**src/sv/cfr_pkg.sv**
```systemverilog
`timescale 1ns / 1ps
// ----------------------------------------------------------------------------
// cfr_pkg - shared types and functions for the crc checked frame receiver
// Event codes, the per-byte result record and the CRC16-XMODEM byte update.
// ----------------------------------------------------------------------------
package cfr_pkg;

  // largest parameter count a frame may carry; longer lengths saturate here
  localparam int unsigned MaxParamBytes = 256;

  localparam logic [7:0]  StartByteReset = 8'd47;
  localparam logic [15:0] CrcPoly        = 16'h1021;

  // output tdata: param_byte, param_index, command_code, target_address, param_count
  localparam int unsigned OutDataW = 56;

  typedef enum logic [1:0] {
    EvParam   = 2'd0,
    EvCrcGood = 2'd1,
    EvCrcBad  = 2'd2
  } event_kind_e;

  // one result item as produced by the parser
  typedef struct packed {
    logic        valid;
    event_kind_e kind;
    logic [7:0]  param_byte;
    logic [7:0]  param_index;
    logic [7:0]  command_code;
    logic [15:0] target_address;
    logic [8:0]  param_count;
  } cfr_result_t;

  // crc16-xmodem, msb first, one byte folded in
  function automatic logic [15:0] crc_fold(input logic [15:0] crc, input logic [7:0] b);
    logic [15:0] c;
    c = crc ^ {b, 8'h00};
    for (int k = 0; k < 8; k++) begin
      if (c[15]) begin
        c = {c[14:0], 1'b0} ^ CrcPoly;
      end else begin
        c = {c[14:0], 1'b0};
      end
    end
    return c;
  endfunction

endpackage

```
**src/sv/cfr_parser.sv**
```systemverilog
`timescale 1ns / 1ps
// ----------------------------------------------------------------------------
// cfr_parser - frame field parser with running crc
// Walks the frame one byte per transfer and forms the result for that byte.
// ----------------------------------------------------------------------------
module cfr_parser
  import cfr_pkg::*;
(
  input  logic        clk_i,
  input  logic        rst_ni,
  input  logic        byte_en_i,     // a byte transfer is taken this cycle
  input  logic [7:0]  byte_i,
  input  logic [7:0]  start_byte_i,
  output cfr_result_t result_o       // result of the byte in this cycle
);

  typedef enum logic [7:0] {
    PhHunt   = 8'b0000_0001,
    PhCmd    = 8'b0000_0010,
    PhAddrHi = 8'b0000_0100,
    PhAddrLo = 8'b0000_1000,
    PhLen    = 8'b0001_0000,
    PhParam  = 8'b0010_0000,
    PhCrcHi  = 8'b0100_0000,
    PhCrcLo  = 8'b1000_0000
  } phase_e;

  localparam logic [8:0] MaxCount = 9'(MaxParamBytes);

  phase_e      phase_q, phase_d;
  logic [15:0] crc_q, crc_d;
  logic [7:0]  cmd_q, cmd_d;
  logic [15:0] addr_q, addr_d;
  logic [8:0]  count_q, count_d;
  logic [7:0]  idx_q, idx_d;
  logic [7:0]  crc_hi_q, crc_hi_d;

  logic [15:0] crc_next;
  logic [8:0]  len_count;
  logic        last_param;

  assign crc_next   = crc_fold(crc_q, byte_i);
  assign last_param = ({1'b0, idx_q} + 9'd1) >= count_q;

  // length byte of zero stands for the largest count
  always_comb begin
    len_count = (byte_i == 8'd0) ? 9'd256 : {1'b0, byte_i};
    if (len_count > MaxCount) begin
      len_count = MaxCount;
    end
  end

  // next state and result for the current byte
  always_comb begin
    phase_d  = phase_q;
    crc_d    = crc_q;
    cmd_d    = cmd_q;
    addr_d   = addr_q;
    count_d  = count_q;
    idx_d    = idx_q;
    crc_hi_d = crc_hi_q;

    result_o                = '0;
    result_o.kind           = EvParam;
    result_o.command_code   = cmd_q;
    result_o.target_address = addr_q;
    result_o.param_count    = count_q;

    unique case (phase_q)
      PhHunt: begin
        crc_d = crc_fold(16'h0000, byte_i);
        if (byte_i == start_byte_i) begin
          phase_d = PhCmd;
        end
      end
      PhCmd: begin
        crc_d   = crc_next;
        cmd_d   = byte_i;
        phase_d = PhAddrHi;
      end
      PhAddrHi: begin
        crc_d   = crc_next;
        addr_d  = {byte_i, 8'h00};
        phase_d = PhAddrLo;
      end
      PhAddrLo: begin
        crc_d   = crc_next;
        addr_d  = {addr_q[15:8], byte_i};
        phase_d = PhLen;
      end
      PhLen: begin
        crc_d   = crc_next;
        count_d = len_count;
        idx_d   = 8'd0;
        phase_d = PhParam;
      end
      PhParam: begin
        crc_d                = crc_next;
        result_o.valid       = 1'b1;
        result_o.kind        = EvParam;
        result_o.param_byte  = byte_i;
        result_o.param_index = idx_q;
        if (last_param) begin
          idx_d   = 8'd0;
          phase_d = PhCrcHi;
        end else begin
          idx_d = idx_q + 8'd1;
        end
      end
      PhCrcHi: begin
        crc_hi_d = byte_i;
        phase_d  = PhCrcLo;
      end
      PhCrcLo: begin
        result_o.valid = 1'b1;
        result_o.kind  = ({crc_hi_q, byte_i} == crc_q) ? EvCrcGood : EvCrcBad;
        phase_d        = PhHunt;
      end
      default: begin
        phase_d = PhHunt;
      end
    endcase

    if (!byte_en_i) begin
      result_o.valid = 1'b0;
    end
  end

  // parser state, advanced only on a byte transfer
  always_ff @(posedge clk_i or negedge rst_ni) begin
    if (!rst_ni) begin
      phase_q  <= PhHunt;
      crc_q    <= '0;
      cmd_q    <= '0;
      addr_q   <= '0;
      count_q  <= '0;
      idx_q    <= '0;
      crc_hi_q <= '0;
    end else if (byte_en_i) begin
      phase_q  <= phase_d;
      crc_q    <= crc_d;
      cmd_q    <= cmd_d;
      addr_q   <= addr_d;
      count_q  <= count_d;
      idx_q    <= idx_d;
      crc_hi_q <= crc_hi_d;
    end
  end

endmodule

```
**src/sv/crc_checked_frame_receiver.sv**
```systemverilog
`timescale 1ns / 1ps
// ----------------------------------------------------------------------------
// crc_checked_frame_receiver - host frame receiver with crc16-xmodem check
// Parses start, command, address, length, parameters and crc from a byte
// stream; reports each parameter byte and a crc verdict at frame end.
// ----------------------------------------------------------------------------
// Takes one received byte per cycle on the slave stream and keeps that rate
// for as long as the master side drains results; the result of each byte
// is formed by a single combinational network between the parser state and
// the output register, so a result appears in the cycle after its byte.
// The output register is the only buffer: s_axis_tready drops only while a
// result sits there and m_axis_tready is low. Bytes in the hunt, header and
// crc high phases produce no result. start_byte may be written only while
// the block is idle; it resets to 47.
module crc_checked_frame_receiver
  import cfr_pkg::*;
(
  input  logic                clk_i,
  input  logic                rst_ni,
  // configuration
  input  logic                cfg_we_i,
  input  logic [7:0]          cfg_wdata_i,      // start_byte
  // received bytes
  input  logic                s_axis_tvalid,
  output logic                s_axis_tready,
  input  logic [7:0]          s_axis_tdata,     // [7:0] rx_byte
  // results
  output logic                m_axis_tvalid,
  input  logic                m_axis_tready,
  output logic [OutDataW-1:0] m_axis_tdata,     // [7:0] param_byte, [15:8] param_index,
                                                // [23:16] command_code,
                                                // [39:24] target_address,
                                                // [48:40] param_count, [55:49] zero
  output logic [1:0]          m_axis_tuser      // [1:0] event_kind
);

  logic [7:0]  start_byte_q;
  logic        in_xfer;
  cfr_result_t res;
  cfr_result_t out_q;

  assign s_axis_tready = !out_q.valid || m_axis_tready;
  assign in_xfer       = s_axis_tvalid && s_axis_tready;

  // start byte register
  always_ff @(posedge clk_i or negedge rst_ni) begin
    if (!rst_ni) begin
      start_byte_q <= StartByteReset;
    end else if (cfg_we_i) begin
      start_byte_q <= cfg_wdata_i;
    end
  end

  cfr_parser u_parser (
    .clk_i        (clk_i),
    .rst_ni       (rst_ni),
    .byte_en_i    (in_xfer),
    .byte_i       (s_axis_tdata),
    .start_byte_i (start_byte_q),
    .result_o     (res)
  );

  // output register; reloaded whenever it is free or being taken
  always_ff @(posedge clk_i or negedge rst_ni) begin
    if (!rst_ni) begin
      out_q <= '0;
    end else if (s_axis_tready) begin
      out_q <= res;
    end
  end

  assign m_axis_tvalid = out_q.valid;
  assign m_axis_tuser  = out_q.kind;
  assign m_axis_tdata  = {7'd0, out_q.param_count, out_q.target_address,
                          out_q.command_code, out_q.param_index, out_q.param_byte};

endmodule

```
**config.mk**
```make
export PLATFORM = sky130hd
export DESIGN_NAME = crc_checked_frame_receiver
export DESIGN_NICKNAME = d
export VERILOG_FILES = /design/src/sv/cfr_pkg.sv /design/src/sv/cfr_parser.sv /design/src/sv/crc_checked_frame_receiver.sv
export SDC_FILE = /design/constraint.sdc
export NUM_CORES = 1
export LEC_CHECK = 0
export ABC_CLOCK_PERIOD_IN_PS = 2700
export BUFFER_PORTS_ARGS = -buffer_cell sky130_fd_sc_hd__buf_4
export CAP_MARGIN = 20
export CORE_MARGIN = 4
export CORE_UTILIZATION = 53
export CTS_CLUSTER_DIAMETER = 200
export DETAILED_ROUTE_END_ITERATION = 7
export GPL_ROUTABILITY_DRIVEN = 0
export PLACE_DENSITY_LB_ADDON = 0.12
export SYNTH_ARGS = -nofsm -noshare
export SYNTH_HDL_FRONTEND = slang
export SYNTH_HIERARCHICAL = 1
export SYNTH_SLANG_ARGS = --single-unit
```
**constraint.sdc**
```tcl
create_clock -name clk_i -period 2.7 [get_ports clk_i]
set_input_delay 0.27 -clock clk_i [delete_from_list [all_inputs] [get_ports clk_i]]
set_output_delay 0.27 -clock clk_i [all_outputs]
set_load 0.02 [all_outputs]
```
Word level (Yosys, flattened, before mapping)
Index checks and enable logic that the tools add are counted.

cells by class
  $add $sub $neg = 2
  reduce and logical (&&, ||, !) cells = 16
  order comparisons = 2
  bitwise logic cells = 18
  equal/unequal tests = 12
  multiplexer cells = 36

operator list
  kind                   count
  $mux W13               16
  $mux W16               8
  $pmux W16 S2           2
  $pmux W8 S7            1
  $not A3 Y3             16
  $mux W8                3
  $mux W9                2
  $eq A16 B16 Y1         1
  $pmux W8 S2            1
  $xor A16 B16 Y16       1
  $reduce_and A2 Y1      6
  $add A8 B1 Y9 const B  1
  $ge A9 B9 Y1           1
  $gt A9 B9 Y1 const B   1
  $add A8 B1 Y8 const B  1
  $eq A8 B1 Y1 const B   1
  $eq A8 B2 Y1 const B   1
  $eq A8 B3 Y1 const B   1
  $eq A8 B4 Y1 const B   1
  $eq A8 B5 Y1 const B   1
  $eq A8 B6 Y1 const B   1
  $eq A8 B7 Y1 const B   1
  $eq A8 B8 Y1           1
  $eq A8 B8 Y1 const B   1
  12 further kinds       16

storage, ports and cells
  word-level logic and storage cells = 102
  bits in registers = 133
  bits of input ports = 21
  output and inout port bits = 60

Longest topological paths before layout
Gate-level depths: netlist of run 1.

  word-level depth = 24
  gate-level depth with buffers = 12
  gate-level depth less buffers = 11

Modules after synthesis
The synthesis of run 1 kept the hierarchy.

modules (own cells, without submodules)
  module                      instances  cells each  seq. area each (sq um)  area an instance (sq um)
  cfr_parser                  1          441         1828.0                  4383.0
  crc_checked_frame_receiver  1          137         1507.7                  2556.2

Worst setup path after synthesis of run 1
No wires, ideal clock.

  path kind = reg-to-reg
  start = reg u_parser.idx_q[0]
  end = reg u_parser.phase_q[1]
  arrival = 2772 ps
  buffers on the path = 1
  period minus slack after synthesis = 2897 ps
  required time = 2575 ps
  setup time = 125 ps
  cell stages (with the launch flop) = 13
  setup slack = -197 ps
  cell sequence = dfrtp_1 -> ha_1 -> nand3_1 -> nor2_1 -> xor2_1 -> ha_1 -> a21o_1 -> a21o_1 -> a2111oi_4 -> o31ai_2 -> nor2b_4 -> buf_6 -> mux2_4

on the way
  word-level cells in the longest chain between the ends = 4

ends and longest elaborated chain
  item                                RTL line           RTL
  start: declaration                  cfr_parser.sv:35   logic [7:0] idx_q, idx_d;
  start signal: assignment            cfr_parser.sv:145  idx_q <= idx_d;
  $add A8 B1 Y9                       cfr_parser.sv:43   assign last_param = ({1'b0, idx_q} + 9'd1) >= count_q;
  $ge A9 B9 Y1                        cfr_parser.sv:43
  $ne A2 B1 Y1 (no source line)       -
  $reduce_and A3 Y1 (no source line)  -
  end signal: assignment              cfr_parser.sv:132  phase_q <= PhHunt;
  end signal: assignment              cfr_parser.sv:140  phase_q <= phase_d;
  end: declaration                    cfr_parser.sv:30   phase_e phase_q, phase_d;

Every way passes these cells.
A chain may end at the register's enable or synchronous reset.

Final worst setup path of run 1
  start = reg u_parser.idx_q[1]
  end = reg u_parser.phase_q[1]

The elaborated chain is that of the path after synthesis.

==> results.toml, run 1 <==
[drt]
drc_errors = 0
num_vias = 4444
drtIter0Drc = 258
viasPerCell = 5.329
wl_per_cell_um = 17.24
drt-total-wl_mm = 14.38
first_pass_iters = 4
drtAntennaViolNets = 0

[clocking]
cts_sinks = 133
numCtsBuffers = 17
htree_num_levels = 4
cts_tree = "yes"
path_clk_slew_ns = 0.06
clkLatencyLatePin_ns = 0.42
hold_buffers = 0
cts_buffer_depth = 2
clock-root-buffer = "clkbuf_16"

[synth]
synth_common_cells = "dfrtp_1, nand2_1, mux2_4"
async_flop_share = 1.000
yosys.area_share.simple = 0.1163
synthMuxAreaShare = 0.1702
synth_cell_types = 57
synth_area_mm2 = 0.006939
synth_fa_ha_area_frac = 0.01803
yosysTopAreaCell = "dfrtp_1"
synth_edf_count = 0
synthFlopType = "dfrtp_1"
synth.most_common_cell = "dfrtp_1"
syn_avg_cell_area_um2 = 12.01
ys_ff_latch = 133
seq_area_frac_synth = 0.4807
synthXorXnorAreaFrac = 0.08835
syn_inst = 578
ys_warn_count = 6
synth_top_family_by_area = "multiplexers"
synth_area_leaders = "dfrtp_1, mux2_4, mux2_2, xnor2_1, xor2_1"
synth_compound_area_frac = 0.06960
synth_top_area_share = 0.4580

[sta]
period_share = 0.9980
grt_setup_unrepaired = "yes"
tightest_slew_ns = 0.9512
slew_headroom = 0.3659
period_minus_slack_ns = 2.695
setup_violations = 0
final_max_slew_viol_count = 0
fmax_ghz = 0.3711
fin_ws_ns = 0.005421
fin_hold_ws_ns = -0.05743
hold_viol = 24
finalSetupTns_ns = 0
clock_skew_ns = 0.01389

[final_layout]
nNetsFinal = 680
nFillCells = 1047
final_core_util = 0.6434
n_antenna_cell = 0
multi_input_area_mm2 = 0.003298
regArea_mm2 = 0.003338
drive_gt1_frac = 0.3595
syn_to_final_growth_pct = 17.96

[die]
die_area_mm2 = 0.01499
io-pin-count = 81
num_rows = 41
core_mm2 = 0.01272
start_util = 0.5454
die_h_um = 122.4
die_w_um = 122.4

[grt]
antenna_found_initial = 0
grt-ovfl-total = 0
grt_max_degree = 134
use_met1 = 0.2739
met3_usage = 0.04240
grt_pass1_vias = 4651
grt_pass1_wl_mm = 23.94
grt_busiest_layer = "met2"
grt.total_usage = 0.2064
grtUsageMet2 = 0.3356

[setup_path]
cp_max_fo = 8
cp-start-kind = "register"
critPathCaptureType = "register"
path_class = "register to register"
required_ns = 2.99
arrival_ns = 2.98

[run]
maxCapViolCount = 0

[power]
leakagePower_uw = 0.004055
peakVddDrop_mv = 0.4941
power_density_mw_per_mm2 = 915.5

[run_status]
status = "finished with violations"
failed_checks = "negative hold slack"

[place]
dp_hpwl_mm = 9.705
pre_cts_slack_ns = -0.07193
io_buffer_count = 73

[min_path]
hp-class = "primary input to async pin"
==> per-layer routing <==
metal	vias to the layer above	wire length, um
li1	2126	-
met1	2227	6341
met2	79	7290
met3	12	602
met4	0	140
met5	-	0
==> kinds of logic (layout without fill, tap and decap cells) <==
logic type,Yosys count,in the layout
AND/OR/NAND/NOR,151,151
flip-flops,133,133
multiplexers,88,88
buffers and inverters,61,139
AO/OA/AOI/OAI,64,64
adder cells (fa/ha/maj),10,10
XOR/XNOR,70,70
other,1,7
==> worst max-delay path: stages, from the launching register on <==
cell	delay, ns
dfrtp_2	0.43
ha_4	0.18
nand3_4	0.09
nor2_4	0.05
xor2_2	0.18
ha_1	0.33
a21o_1	0.16
a21o_1	0.18
a2111oi_4	0.36
o31ai_4	0.13
nor2b_4	0.19
mux2_4	0.30
==> path summary, 6_finish.rpt <==
check,startpoint,to,slack [ns],cells past startpoint
setup / recovery,u_parser/idx_q[1],u_parser/phase_q[1],0.005,11
hold / removal,rst_ni,m_axis_tdata[10],-0.06,2
setup reg to reg,u_parser/idx_q[1],u_parser/phase_q[1],0.005,11
hold reg to reg,u_parser/addr_q[10],u_parser/addr_q[10],0.48,2
max in group asynchronous,rst_ni,u_parser/idx_q[1],2.20,2
min in group clk_i,cfg_wdata_i[6],start_byte_q[6],0.08,2
==> stage by stage <==
stage	std cells	hold WS [ns]	power [uW]	area, um^2
6_report	834	-0.05743	7494	8185
5_1_grt	834	0.03450	7953	8185
4_1_cts	831	0.007262	7569	8140
3_5_place_dp	797	0.4441	5362	7541
3_3_place_gp	797	0.4395	5288	7541
2_1_floorplan	584	-0.02559	4726	6990
==> timing repair <==
item | CTS | global route
pin swaps | 0 | 3
endpoints found under the setup margin | 7 | 15
setup buffers | 2 | 3
resized for setup | 3 | 5
==> power breakdown <==
part	leakage (uW)	switching (uW)	internal [uW]	total, uW
Clock	0.000278	850	1330	2180
Combinational	0.00203	1140	1170	2310
Sequential	0.00175	505	2500	3000
==> area by class of cell <==
type | count | share of cell area
clock inverter | 12 | 0.01269
multi-input combinational | 390 | 0.4029
clock buffer | 20 | 0.05702
sequential | 133 | 0.4078
timing repair buffer | 93 | 0.08682
inverter | 14 | 0.006420
tap | 172 | 0.02629
==> sequential cells by signal (all words and copies together) (netlist names) <==
| name | flops |
|---|---|
| u_parser/crc_hi_q | 8 |
| m_axis_tuser | 2 |
| u_parser/addr_q | 16 |
| m_axis_tvalid | 1 |
| u_parser/crc_q | 16 |
| u_parser/cmd_q | 8 |
| u_parser/idx_q | 8 |
| m_axis_tdata | 49 |
| start_byte_q | 8 |
| u_parser/phase_q | 8 |
| u_parser/count_q | 9 |
==> cells in the final DEF, fill, tap and decap left out, types with 8 or more instances in the layout <==
master	netlist	layout
a22o_1	8	8
and3_1	21	21
buf_4	8	92
nand3_1	12	10
o21ai_0	15	15
nor2_1	16	14
xor2_1	30	29
inv_1	14	14
dfrtp_1	127	125
nand4_1	8	8
ha_1	10	9
mux2_2	36	36
nand2b_1	9	9
xnor2_1	40	40
nand2_1	53	53
clkbuf_16	0	17
mux2_4	51	51
o21ai_1	12	12
(Power assumes the default switching activity.)
==> run 2: changes to the inputs <==
- CELL_PAD_IN_SITES_DETAIL_PLACEMENT: unset -> 1
- CELL_PAD_IN_SITES_GLOBAL_PLACEMENT: unset -> 2
- CORE_UTILIZATION: 53 -> 36
==> results.toml, run 2 (synthesized netlist as in run 1, its figures left out) <==
[run_status]
status = "finished, final reports clean"

[setup_path]
cp_cell_sequence = "ha_4 > nand3_4 > nor2_4 > xor2_2 > ha_1 > a21o_1 > a21o_1 > a2111oi_4 > o31ai_4 > nor2b_4 > mux2_4"
r2r-start = "u_parser/idx_q[0]"
reg2reg_slack_ns = 0.02
reg2reg_to = "u_parser/phase_q[3]"
cp_slowest_cell = "dfrtp_1"
crit_start = "u_parser/idx_q[0]"
arrival_ns = 2.97
required_ns = 2.99
cp_common_cell = "a21o_1"
critPathCaptureType = "register"
cpPeakStageDelay_ns = 0.41
crit_end = "u_parser/phase_q[3]"
path_class = "register to register"
r2r_cells = 11
cp-start-kind = "register"
crit_family = "compound AO/OA/AOI/OAI gates"
worstSetupPathDepth = 11
cp_max_fo = 8
critPathBufInv = 0

[die]
die_h_um = 146.8
core_mm2 = 0.01883
start_util = 0.3685
num_rows = 50
die_w_um = 146.8
die_area_mm2 = 0.02156
io-pin-count = 81

[sta]
hold_viol = 0
period_minus_slack_ns = 2.681
final_max_slew_viol_count = 0
clock_skew_ns = 0.01152
tightest_slew_ns = 1.008
slew_headroom = 0.3282
finalSetupTns_ns = 0
period_share = 0.9928
setup_violations = 0
fin_hold_ws_ns = 0.08434
fmax_ghz = 0.3730
grt_setup_unrepaired = "yes"

[power]
pwr-share-comb = 0.314
peakVddDrop_mv = 0.3270
power_density_mw_per_mm2 = 914.2
p_switching_uw = 2648
seqPwrFrac = 0.397
swShare = 0.3485
leakagePower_uw = 0.004056
pwr-share-clk = 0.289
internal-power_uw = 4950

[drt]
viasPerCell = 4.936
drt-total-wl_mm = 17.24
num_vias = 4561
drc_errors = 0
first_pass_iters = 4
drtIter0Drc = 231
wl_per_cell_um = 18.66
drtAntennaViolNets = 0

[grt]
grt_max_degree = 81
grt_pass1_wl_mm = 27.67
grt_pass1_vias = 5029
grt.total_usage = 0.1626
grt-ovfl-total = 0
antenna_found_initial = 0

[clocking]
htree_num_levels = 4
cts_buffer_depth = 2
clkLatencyLatePin_ns = 0.42
cts_tree = "yes"
cts_sinks = 133
path_clk_slew_ns = 0.06
numCtsBuffers = 17
clock-root-buffer = "clkbuf_16"

[final_layout]
largest_register_ffs = 49
drive_gt1_frac = 0.3569
syn_to_final_growth_pct = 19.76
layout_common_cells = "dfrtp_1, buf_4, nand2_1"
n_antenna_cell = 0
nNetsFinal = 682
nFillCells = 2021
final_common_cell = "dfrtp_1"

[place]
dp_hpwl_mm = 11.66
io_buffer_count = 73

[run]
maxCapViolCount = 0

[min_path]
hp-class = "primary input to register"
[run 2: cell count changes in the layout (fill, tap and decap cells not counted), sizes merged]
cell,delta
clkinv,-2
clkinvlp,+1
dlygate4sd3,+1
clkbuf,-2
inv,+3
buf,+1
[run 2: how the worst min path moves through the flow]
stage / from / to / cells after the start
CTS: cfg_wdata_i[5] / start_byte_q[5] / 2
finish: cfg_wdata_i[1] / start_byte_q[1] / 2
global placement: rst_ni / m_axis_tdata[11] / 1
detailed placement: rst_ni / m_axis_tdata[11] / 1
floorplan: rst_ni / m_axis_tdata[0] / 0
global route: cfg_wdata_i[4] / start_byte_q[4] / 2
[run 2: area by class of cell]
type | count | area [um^2] | area share
Multi-Input combinational cell | 390 | 3312 | 0.3985
Inverter | 14 | 52.55 | 0.006323
Timing Repair Buffer | 95 | 728.2 | 0.08762
Sequential cell | 133 | 3336 | 0.4014
Tap cell | 260 | 325.3 | 0.03914
Clock inverter | 14 | 127.6 | 0.01536
Clock buffer | 18 | 429.2 | 0.05164
[run 2: worst reg2reg max path: stages (launching register included)]
cell	delay, ns
dfrtp_1	0.41
ha_4	0.18
nand3_4	0.09
nor2_4	0.16
xor2_2	0.17
ha_1	0.27
a21o_1	0.16
a21o_1	0.18
a2111oi_4	0.33
o31ai_4	0.13
nor2b_4	0.18
mux2_4	0.30
[run 2: power by group through the flow]
stage	clock network, uW	registers (uW)	logic (uW)
after floorplan	0	2960	1760
after global placement	0	3050	2350
after detailed placement	0	3070	2420
after CTS	2250	3030	2430
after global routing	2350	3100	2610
final	2190	3020	2380
[run 2: repair_timing]
item,in CTS,in global routing
pin swaps,0,6
hold buffers,1,0
endpoints found under the setup margin,2,12
gates resized for setup,0,8
hold endpoints to repair,22,0
setup buffers,1,3
[run 2: metal layers]
layer / wire (um) / track usage / vias to the layer above
li1: - / - / 2125
met1: 7777 / 0.2066 / 2346
met2: 8681 / 0.2756 / 70
met3: 473 / 0.03424 / 20
met4: 308 / 0.05597 / 0
met5: 0 / 0 / -
[run 2: metrics by stage]
stage / instance area (um^2) / util / cells / power [uW] / setup WS, ns
6_report: 8310 / 0.4413 / 924 / 7597 / 0.01937
5_1_grt: 8310 / 0.4413 / 924 / 8059 / -0.1302
4_1_cts: 8240 / 0.4376 / 921 / 7720 / 0.0007476
3_5_place_dp: 7666 / 0.4071 / 887 / 5483 / 0.008478
3_3_place_gp: 7666 / 0.4071 / 887 / 5397 / 0.08215
2_1_floorplan: 6990 / - / 584 / 4726 / -0.04256
==> run 3: changes to the inputs <==
- SETUP_SLACK_MARGIN: unset -> 0.4
==> results.toml, run 3 (synthesized netlist as in run 1, its figures left out) <==
[power]
leakagePower_uw = 0.004158
power_density_mw_per_mm2 = 907.2
peakVddDrop_mv = 0.4948

[place]
io_buffer_count = 73
pre_cts_slack_ns = -0.1086
dp_hpwl_mm = 11.80

[setup_path]
path_class = "register to register"
cp_max_fo = 6
cp-start-kind = "register"
arrival_ns = 3.01
critPathCaptureType = "register"
required_ns = 3.00

[die]
start_util = 0.3685
num_rows = 50
core_mm2 = 0.01883
die_w_um = 146.8
die_area_mm2 = 0.02156
die_h_um = 146.8
io-pin-count = 81

[final_layout]
regArea_mm2 = 0.003337
final_common_cell = "dfrtp_1"
multi_input_area_mm2 = 0.003385
nFillCells = 1997
nNetsFinal = 695
drive_gt1_frac = 0.3900
layout_common_cells = "dfrtp_1, buf_4, nand2_1"
largest_register_ffs = 49
syn_to_final_growth_pct = 22.92
n_antenna_cell = 0

[grt]
grt_pass1_vias = 5291
grt.total_usage = 0.1724
antenna_found_initial = 0
grt-ovfl-total = 0
grt_pass1_wl_mm = 29.24
grt_max_degree = 76

[sta]
fin_ws_ns = -0.01157
slew_headroom = 0.3457
period_share = 1.004
tightest_slew_ns = 0.9814
grt_setup_unrepaired = "yes"
setup_violations = 3
period_minus_slack_ns = 2.712
clock_skew_ns = 0.01093
fmax_ghz = 0.3688
finalSetupTns_ns = -0.02716
hold_viol = 0
fin_hold_ws_ns = 0.07448
final_max_slew_viol_count = 0

[clocking]
clock-root-buffer = "clkbuf_16"
path_clk_slew_ns = 0.06
cts_tree = "yes"
clkLatencyLatePin_ns = 0.43
htree_num_levels = 4
cts_sinks = 133
numCtsBuffers = 17
cts_buffer_depth = 2

[drt]
drc_errors = 0
drtIter0Drc = 168
num_vias = 4597
drtAntennaViolNets = 0
drt-total-wl_mm = 17.70
first_pass_iters = 4
viasPerCell = 4.906
wl_per_cell_um = 18.89

[run_status]
status = "finished with violations"
failed_checks = "negative setup slack"

[run]
maxCapViolCount = 0

[min_path]
hp-class = "primary input to register"
-- run 3: changes by cell type in the layout (fill, tap and decap cells not counted), moves of 2 or more --
cell      delta
and3_1       -2
buf_4        +8
buf_6        +5
clkinv_2     -3
inv_8        +5
o21ai_0      -7
o21ai_1      +3
o21ai_2      +4
-- run 3: timing repair --
item / 4_1_cts / 5_1_grt
gates cloned: 0 / 0
buffers inserted: 13 / 5
hold buffers: 1 / 0
resized for setup: 22 / 13
endpoints found under the hold margin: 22 / 0
pin swaps: 13 / 14
endpoints found under the setup margin: 32 / 65
-- run 3: power by group --
group / total, uW / internal [uW] / switching [uW]
Combinational: 2420 / 1180 / 1240
Sequential: 3010 / 2500 / 510
Clock: 2310 / 1310 / 1000
-- run 3: path summary, 6_finish.rpt --
path,startpoint,end,slack (ns),cells past startpoint
setup / recovery,u_parser/idx_q[1],u_parser/phase_q[7],-0.01,11
hold reg to reg,u_parser/addr_q[9],u_parser/addr_q[9],0.47,2
min in group asynchronous,rst_ni,u_parser/idx_q[6],0.29,2
setup reg to reg,u_parser/idx_q[1],u_parser/phase_q[7],-0.01,11
max in group asynchronous,rst_ni,start_byte_q[5],1.58,3
hold / removal,cfg_wdata_i[6],start_byte_q[6],0.07,2
-- run 3: layout make-up --
class / instances / area share
clock inverter: 15 / 0.01878
inverter: 14 / 0.006161
sequential: 133 / 0.3912
multi-input combinational: 390 / 0.3968
tap: 260 / 0.03814
clock buffer: 17 / 0.04988
timing repair buffer: 108 / 0.09902
-- run 3: routing by layer --
layer / wire length, um / vias up / track usage
li1: - / 2147 / -
met1: 7685 / 2363 / 0.2072
met2: 9320 / 68 / 0.3063
met3: 490 / 19 / 0.03578
met4: 208 / 0 / 0.05974
met5: 0 / - / 0
-- run 3: stage by stage --
stage          cell area [um^2]  std cells  total power [uW]    util
5_1_grt                    8529        937              8235  0.4530
2_1_floorplan              6990        584              4726       -
4_1_cts                    8431        932              7849  0.4477
6_report                   8529        937              7738  0.4530
3_3_place_gp               7659        886              5373  0.4067
3_5_place_dp               7659        886              5471  0.4067
-- run 3: worst max-delay path, stage by stage, from the launching register on --
cell       delay (ns)
dfrtp_2          0.44
ha_4             0.18
nand3_4          0.09
nor2_4           0.04
xor2_2           0.18
ha_1             0.34
a21o_1           0.18
a21o_1           0.18
a2111oi_4        0.34
o31ai_4          0.14
nor2b_4          0.18
mux2_4           0.30
